<file path="config.mk">
export PLATFORM = sky130hd
export DESIGN_NAME = q4kdp_ctrl
export DESIGN_NICKNAME = d
export VERILOG_FILES = /design/src/q4kdp_pkg.sv /design/src/q4kdp_ctrl.sv
export SDC_FILE = /design/constraint.sdc
export NUM_CORES = 1
export LEC_CHECK = 0
export BUFFER_PORTS_ARGS = -buffer_cell sky130_fd_sc_hd__buf_4
export CORE_UTILIZATION = 48
export DETAILED_ROUTE_END_ITERATION = 10
export PLACE_DENSITY = 0.72
export SYNTH_ARGS = -nofsm -noshare
export SYNTH_HDL_FRONTEND = slang
export SYNTH_SLANG_ARGS = --single-unit
</file>
<file path="constraint.sdc">
create_clock -name clk -period 2.1 [get_ports clk]
set_clock_uncertainty 0.05 [all_clocks]
set_input_delay 0.105 -clock clk [delete_from_list [all_inputs] [get_ports clk]]
set_output_delay 0.105 -clock clk [all_outputs]
set_load 0.01 [all_outputs]
</file>
<file path="src/q4kdp_pkg.sv">
`timescale 1ns / 1ps
// ----------------------------------------------------------------------------
// q4kdp_pkg
// Shared types, constants and fp helpers for the q4_k x q8_k dot product core.
// ----------------------------------------------------------------------------
package q4kdp_pkg;

  localparam int BEATS_PER_BLOCK = 16;
  localparam int BEAT_W          = $clog2(BEATS_PER_BLOCK);

  localparam logic [31:0] F32_DEFAULT_NAN = 32'hFFC0_0000;
  localparam logic [31:0] F32_QUIET_BIT   = 32'h0040_0000;

  typedef struct packed {
    logic        kind;
    logic [15:0] weight_scale_half;
    logic [15:0] weight_min_half;
    logic [63:0] scale_bytes_low;
    logic [31:0] scale_bytes_high;
    logic [31:0] act_scale_bits;
    logic [63:0] weight_bytes;
    logic [63:0] act_even;
    logic [63:0] act_odd;
    logic        last_in_row;
  } in_item_t;

  localparam logic KIND_HEADER = 1'b0;
  localparam logic KIND_DATA   = 1'b1;

  typedef enum logic [3:0] {
    OP_MUL_D,
    OP_MUL_M,
    OP_CVT_I,
    OP_MUL_I,
    OP_ADD_I,
    OP_CVT_M,
    OP_MUL_MS,
    OP_ADD_M,
    OP_ADD_ROW
  } fp_step_t;

  typedef enum logic [1:0] {
    FPU_MUL,
    FPU_ADD,
    FPU_CVT
  } fpu_op_t;

  typedef struct packed {
    logic     hdr_load;
    logic     beat_load;
    logic     beat_sum;
    logic     beat_acc;
    logic     fp_start;
    fp_step_t fp_step;
    logic     sums_clear;
    logic     out_load;
    logic     row_clear;
  } ctrl_cmd_t;

  typedef struct packed {
    logic beat_end;
    logic row_last;
    logic fp_done;
    logic out_busy;
  } dp_status_t;

  function automatic logic [31:0] half_to_single(input logic [15:0] h);
    logic [4:0]  ex;
    logic [9:0]  man;
    logic [31:0] res;
    logic [23:0] t;
    int          p;
    ex  = h[14:10];
    man = h[9:0];
    p   = 0;
    t   = '0;
    if (ex == 5'd0) begin
      if (man == 10'd0) begin
        res = {h[15], 31'd0};
      end else begin
        for (int k = 0; k < 10; k++) begin
          if (man[k]) p = k;
        end
        t   = 24'(man) << (5'(23 - p));
        res = {h[15], 8'(p + 103), t[22:0]};
      end
    end else if (ex == 5'h1F) begin
      res = {h[15], 8'hFF, man, 13'd0};
      if (man != 10'd0) res = res | F32_QUIET_BIT;
    end else begin
      res = {h[15], {3'd0, ex} + 8'd112, man, 13'd0};
    end
    return res;
  endfunction

  function automatic logic [5:0] lzc48(input logic [47:0] m);
    logic [5:0] n;
    n = 6'd48;
    for (int k = 0; k < 48; k++) begin
      if (m[k]) n = 6'(47 - k);
    end
    return n;
  endfunction

endpackage

</file>
<file path="src/q4kdp_ctrl.sv">
`timescale 1ns / 1ps
// ----------------------------------------------------------------------------
// q4kdp_ctrl
// Sequencer: item intake, beat accumulation and the fp fold/row sequence.
// ----------------------------------------------------------------------------
module q4kdp_ctrl (
  input  logic                  clk,
  input  logic                  rst_n,
  input  logic                  in_valid,
  input  logic                  in_kind,
  output logic                  in_ready,
  input  q4kdp_pkg::dp_status_t status,
  output q4kdp_pkg::ctrl_cmd_t  cmd
);
  import q4kdp_pkg::*;

  typedef enum logic [2:0] {
    ST_IDLE,
    ST_BEAT_SUM,
    ST_BEAT_ACC,
    ST_FP_ISSUE,
    ST_FP_WAIT,
    ST_ROW_OUT
  } state_t;

  state_t   state_r, state_nxt;
  fp_step_t step_r, step_nxt;
  logic     fire;

  assign in_ready = (state_r == ST_IDLE);
  assign fire     = in_valid && in_ready;

  always_comb begin
    state_nxt   = state_r;
    step_nxt    = step_r;
    cmd         = '0;
    cmd.fp_step = step_r;
    unique case (state_r)
      ST_IDLE: begin
        if (fire) begin
          if (in_kind == KIND_HEADER) begin
            cmd.hdr_load = 1'b1;
            step_nxt     = OP_MUL_D;
            state_nxt    = ST_FP_ISSUE;
          end else begin
            cmd.beat_load = 1'b1;
            state_nxt     = ST_BEAT_SUM;
          end
        end
      end
      ST_BEAT_SUM: begin
        cmd.beat_sum = 1'b1;
        state_nxt    = ST_BEAT_ACC;
      end
      ST_BEAT_ACC: begin
        cmd.beat_acc = 1'b1;
        if (status.beat_end) begin
          step_nxt  = OP_CVT_I;
          state_nxt = ST_FP_ISSUE;
        end else begin
          state_nxt = ST_IDLE;
        end
      end
      ST_FP_ISSUE: begin
        cmd.fp_start = 1'b1;
        state_nxt    = ST_FP_WAIT;
      end
      ST_FP_WAIT: begin
        if (status.fp_done) begin
          case (step_r)
            OP_MUL_M: state_nxt = ST_IDLE;
            OP_ADD_M: begin
              cmd.sums_clear = 1'b1;
              if (status.row_last) begin
                step_nxt  = OP_ADD_ROW;
                state_nxt = ST_FP_ISSUE;
              end else begin
                state_nxt = ST_IDLE;
              end
            end
            OP_ADD_ROW: state_nxt = ST_ROW_OUT;
            default: begin
              step_nxt  = fp_step_t'(4'(step_r) + 4'd1);
              state_nxt = ST_FP_ISSUE;
            end
          endcase
        end
      end
      ST_ROW_OUT: begin
        if (!status.out_busy) begin
          cmd.out_load  = 1'b1;
          cmd.row_clear = 1'b1;
          state_nxt     = ST_IDLE;
        end
      end
      default: state_nxt = ST_IDLE;
    endcase
  end

  always_ff @(posedge clk) begin
    if (!rst_n) begin
      state_r <= ST_IDLE;
      step_r  <= OP_MUL_D;
    end else begin
      state_r <= state_nxt;
      step_r  <= step_nxt;
    end
  end

endmodule

</file>
==> impl_metrics.json, run 1 <==
{
  "r2r_cells": 6,
  "synth_cells": 86,
  "min_period_ns": 1.885,
  "critPathMaxFanout": 8,
  "ctsHoldBuffers": 0,
  "syn_to_final_growth_pct": 25.24,
  "hold_viol_final": 0,
  "ys_types": 36,
  "worst_slew_pin_slew_ns": 0.4617,
  "die_y_um": 38.78,
  "cts_tree": "done",
  "dp_hpwl_um": 1164,
  "ant_nets": 0,
  "wire_per_inst_um": 13.34,
  "first_iter_violations": 21,
  "ys_async_sr_fraction_pct": 0,
  "synth_edf_count": 0,
  "use_met1_pct": 31.14,
  "ctsLongestPathBuffers": 2,
  "place_congestion": 0.8233,
  "cts-htree-levels": 1,
  "crit_family": "simple AND/OR/NAND/NOR gates",
  "worstPathArrival_ns": 2.03,
  "fin_setup_tns_ns": 0,
  "clkSinkCount": 7,
  "slew_headroom_pct": 69.18,
  "grt_util_met3_pct": 10.40,
  "grt_usage_pct": 25.30,
  "seq_area_sq_um": 140.1,
  "cts_setup_buffers": 0,
  "nets": 117,
  "vias": 691,
  "fill_cells": 112,
  "crit_cells": 6,
  "outcome": "completed",
  "final_cell_mix": "buf_4, inv_1, nor2_1, nand2_1, dfxtp_1",
  "max_cap_viol_count": 0,
  "required_ns": 2.25,
  "clk_pin_slew_ns": 0.06,
  "final.period_utilization_pct": 89.78,
  "grt_pass1_vias": 596,
  "irDropWorstVdd_mv": 0.4407,
  "utilization_pct": 68.57,
  "core.rowCount": 12,
  "drv_slew": 0,
  "worst_slack_ns": 0.2146,
  "io_pins": 21,
  "hold-worst-slack_ns": 0.09127,
  "dieArea_sq_um": 1504,
  "cts_buffers": 3,
  "setup_violations": 0,
  "p_leak_uw": 0.0003439,
  "port_buffers": 20,
  "ys_seq_elements": 7,
  "initial_core_util_pct": 54.75,
  "critPathKind": "flip-flop to flip-flop",
  "synth_area_per_cell_sq_um": 7.551,
  "grt-busiest-layer": "met2",
  "antenna_found_initial": 0,
  "hold_depth": 3,
  "grtUsageMet2_pct": 39.58,
  "vias_per_cell": 5.807,
  "syn_area_sq_um": 649.4,
  "cts_root_buffer": "clkbuf_4",
  "crit_path_top_delay_cell": "dfxtp_1",
  "ctsResizeCount": 0,
  "antenna_cells": 0,
  "wl_um": 1588,
  "grt_start_max_net_pins": 14,
  "core_region_area_sq_um": 1186,
  "grt_pass1_wl_um": 2504,
  "crit_buf_inv": 1,
  "die_w_um": 38.78,
  "first_pass_iters": 4,
  "rsz0062_at_grt": "false",
  "min_path_type": "input pin to flip-flop",
  "path_cells": "inv_1, ha_1, and3b_1, nor4_2, o21a_1, mux2i_1",
  "ys.flop_type": "dfxtp_1",
  "yosysWarnings": 0,
  "multi_input_area_sq_um": 436.7,
  "dpl_worst_slack_ns": 0.2728,
  "timing.fmax_mhz": 530.4,
  "max_stage_delay_ns": 0.47,
  "gr-total-overflow": 0,
  "drc": 0,
  "layout_commonest_cell": "buf_4",
  "finalPower_uw": 403.2,
  "start_kind": "flip-flop",
  "end_kind": "flip-flop",
  "drive_gt1_share_pct": 29.52,
  "p_per_area_nw_per_um2": 495.7,
  "synthesis.nets": 97,
  "clk_latency_ns": 0.26,
  "ys_seq_area_share_pct": 21.58
}
-- metal layers --
layer | up-vias | wire [um]
li1 | 348 | -
met1 | 317 | 687
met2 | 22 | 763
met3 | 4 | 122
met4 | 0 | 14
met5 | - | 0
-- kinds of logic (layout without fill, tap and decap cells) --
kind of cell | Yosys count | in the layout | synth area share [%]
muxes | 2 | 2 | 3.083
DFF | 7 | 7 | 21.58
adders and majority gates | 3 | 3 | 5.781
AOI/OAI and AO/OA | 20 | 20 | 24.86
buffers and inverters | 15 | 34 | 11.17
and+or+nand+nor | 39 | 39 | 33.53
-- synth_stat cells (2+ instances only) --
master / n / share of area, %
clkbuf_1: 2 / 1.2
nand2_1: 7 / 4.0
and3_1: 2 / 1.9
o21a_1: 2 / 2.3
inv_1: 9 / 5.2
nand3_1: 4 / 3.1
buf_4: 2 / 2.3
a21oi_1: 3 / 2.3
mux2i_1: 2 / 3.1
nor2b_1: 4 / 3.9
nand2b_1: 2 / 1.9
ha_1: 3 / 5.8
dfxtp_1: 7 / 22
nor3b_1: 2 / 2.3
nor2_1: 8 / 4.6
o32ai_1: 3 / 4.0
o21ai_0: 2 / 1.5
nor3_1: 4 / 3.1
-- stage by stage --
stage                     instances  area, sq um
final                           119        813.3
after global routing            119        813.3
after CTS                       119        813.3
after detailed placement        115        785.8
after global placement          115        785.8
after floorplan                  86        649.4
-- layout make-up --
class | count | area share, %
multi-input cells | 64 | 53.69
clock buffers | 3 | 2.769
well taps | 14 | 2.154
flip-flops and latches | 7 | 17.23
inverters | 9 | 4.154
repair buffers | 21 | 19.38
clock inverters | 1 | 0.6154
-- state kept, by name (all words and copies together) (netlist names) --
register / count
step_r: 4
state_r: 3
-- power breakdown --
part / total (uW) / internal (uW) / switching (uW)
combinational: 119 / 59.6 / 59.5
clock: 127 / 70.0 / 57.1
sequential: 157 / 139 / 17.9
total: 403 / 269 / 135
-- path summary, 6_finish.rpt --
path | startpoint | endpoint | slack [ns]
setup / recovery | step_r[0]$_SDFFE_PN0P_ | step_r[1]$_SDFFE_PN0P_ | 0.21
hold / removal | status[0] | state_r[0]$_SDFFE_PN0P_ | 0.09
setup reg to reg | step_r[0]$_SDFFE_PN0P_ | step_r[1]$_SDFFE_PN0P_ | 0.21
hold reg to reg | step_r[1]$_SDFFE_PN0P_ | step_r[1]$_SDFFE_PN0P_ | 0.48
-- worst reg2reg max path, stage by stage (launching register included) --
cell and delay (ns):
dfxtp_1 0.47, inv_1 0.08, ha_1 0.21, and3b_1 0.20
nor4_2 0.37, o21a_1 0.25, mux2i_1 0.20
No activity file was read; power rests on OpenSTA's default activity.
==> run 2, diff against run 1 <==
Settings changed: RECOVER_POWER set to 50.
==> run 2 against run 1 <==
Non-clock buffer count did not move; highest routed layer unchanged; count of clock-buffer cells in the layout stayed put; cell area down 4.2%; worst setup slack better by 0.016 ns; critical path type unchanged.
==> impl_metrics.json, run 2 (synthesized netlist as in run 1, its figures left out) <==
{
  "dieArea_sq_um": 1504,
  "cts_root_buffer": "clkbuf_4",
  "antenna_found_initial": 0,
  "ctsHoldBuffers": 0,
  "core_region_area_sq_um": 1186,
  "wl_um": 1595,
  "final.period_utilization_pct": 89.02,
  "slew_headroom_pct": 69.82,
  "cts_setup_buffers": 0,
  "critPathMaxFanout": 8,
  "multi_input_area_sq_um": 436.7,
  "cts-htree-levels": 1,
  "drc": 0,
  "place_congestion": 0.8233,
  "crit_path_top_delay_cell": "dfxtp_1",
  "end_kind": "flip-flop",
  "clkSinkCount": 7,
  "irDropWorstVdd_mv": 0.4454,
  "cts_buffers": 3,
  "die_w_um": 38.78,
  "setup_violations": 0,
  "grt_start_max_net_pins": 14,
  "ctsLongestPathBuffers": 2,
  "drive_gt1_share_pct": 20.95,
  "p_per_area_nw_per_um2": 507.8,
  "first_iter_violations": 18,
  "max_stage_delay_ns": 0.47,
  "gr-total-overflow": 0,
  "layout_commonest_cell": "buf_4",
  "ctsResizeCount": 0,
  "max_cap_viol_count": 0,
  "p_leak_uw": 0.0003069,
  "reg2reg_slack_ns": 0.23,
  "timing.fmax_mhz": 534.9,
  "reg2reg_to": "step_r[1]$_SDFFE_PN0P_",
  "seq_area_sq_um": 140.1,
  "grt_pass1_wl_um": 2504,
  "dp_hpwl_um": 1164,
  "worst_slew_pin_slew_ns": 0.4521,
  "ant_nets": 0,
  "path_cells": "inv_1, ha_1, and3b_1, nor4_2, o21a_1, mux2i_1",
  "hold_viol_final": 0,
  "regMostFlops": "step_r",
  "finalPower_uw": 395.8,
  "p_sw_uw": 136.1,
  "timing.rr.start": "step_r[0]$_SDFFE_PN0P_",
  "port_buffers": 20,
  "cp-endpoint": "step_r[1]$_SDFFE_PN0P_",
  "vias": 681,
  "critPathKind": "flip-flop to flip-flop",
  "grt_usage_pct": 25.30,
  "antenna_cells": 0,
  "outcome": "completed",
  "final_cell_mix": "buf_4, inv_1, clkbuf_1, nor2_1",
  "fill_cells": 122,
  "swShare_pct": 34.38,
  "min_period_ns": 1.869,
  "top_regs": "step_r (4), state_r (3)",
  "first_pass_iters": 4,
  "clk_latency_ns": 0.27,
  "rsz0062_at_grt": "false",
  "critPathLaunch": "step_r[0]$_SDFFE_PN0P_",
  "min_path_type": "input pin to flip-flop",
  "required_ns": 2.25,
  "clk_pin_slew_ns": 0.06,
  "wire_per_inst_um": 13.40,
  "syn_to_final_growth_pct": 20.04,
  "intPower_uw": 259.8,
  "initial_core_util_pct": 54.75,
  "grt_pass1_vias": 596,
  "comb_power_share_pct": 27.7,
  "cts_tree": "done",
  "drv_slew": 0,
  "core.rowCount": 12,
  "largest_register_ff_count": 4,
  "io_pins": 21,
  "start_kind": "flip-flop",
  "worstPathArrival_ns": 2.02,
  "die_y_um": 38.78,
  "vias_per_cell": 5.723,
  "fin_setup_tns_ns": 0,
  "seqPwrFrac_pct": 39.6,
  "nets": 117,
  "power_frac_clock_pct": 32.7,
  "r2r_cells": 6
}
[run 2: changes by cell type in the layout (fill, tap and decap cells not counted)]
cell	previous run	this run
clkbuf_1	0	9
buf_4	21	12
[run 2: worst min-delay path by stage]
stage,start,endpoint,slack (ns),depth (start not counted)
after floorplan,rst_n,state_r[1]$_SDFFE_PN0P_,0.20,2
after global placement,rst_n,state_r[1]$_SDFFE_PN0P_,0.36,3
after detailed placement,rst_n,state_r[1]$_SDFFE_PN0P_,0.36,3
after CTS,status[0],state_r[0]$_SDFFE_PN0P_,0.09,3
after global routing,status[0],state_r[0]$_SDFFE_PN0P_,0.09,3
final,status[0],state_r[0]$_SDFFE_PN0P_,0.09,3
[run 2: per-stage QoR]
step	cell area (sq um)	util (%)	hold WS (ns)	std cells	setup slack, ns
floorplan	649.4	-	0.1972	86	0.3930
global placement	785.8	66.24	0.3620	115	0.3252
detailed placement	785.8	66.24	0.3601	115	0.2728
CTS	813.3	68.57	0.08521	119	0.2359
global route	779.5	65.72	0.09229	119	0.1007
finish	779.5	65.72	0.08776	119	0.2306
[run 2: layer usage]
metal | up-vias | part of all wire, % | global-route usage, % | wire length [um]
met5 | - | 0 | 0 | 0
met4 | 0 | 0.50 | 7.759 | 8
met3 | 2 | 9.3 | 10.40 | 149
met2 | 25 | 48 | 39.58 | 773
met1 | 307 | 42 | 31.14 | 662
li1 | 347 | - | - | -
[run 2: layout make-up]
class,count,area share (%)
clock inverters,1,0.6421
clock buffers,3,2.889
well taps,14,2.247
inverters,9,4.334
repair buffers,21,15.89
multi-input cells,64,56.02
flip-flops and latches,7,17.98
[run 2: critical path, delay by kind of cell, from the launching register on]
kind                     cells  cell delay, ns
AND/OR/NAND/NOR              2            0.56
flip-flops                   1            0.47
adder cells (fa/ha/maj)      1            0.20
AO/OA/AOI/OAI                1            0.25
multiplexers                 1            0.20
buffers and inverters        1            0.08
[run 2: power by group through the flow]
stage | logic, uW | clock network (uW) | registers [uW]
3_5_place_dp | 118 | 0 | 160
3_3_place_gp | 116 | 0 | 159
6_report | 110 | 129 | 157
5_1_grt | 120 | 138 | 160
2_1_floorplan | 84.5 | 0 | 147
4_1_cts | 120 | 130 | 157
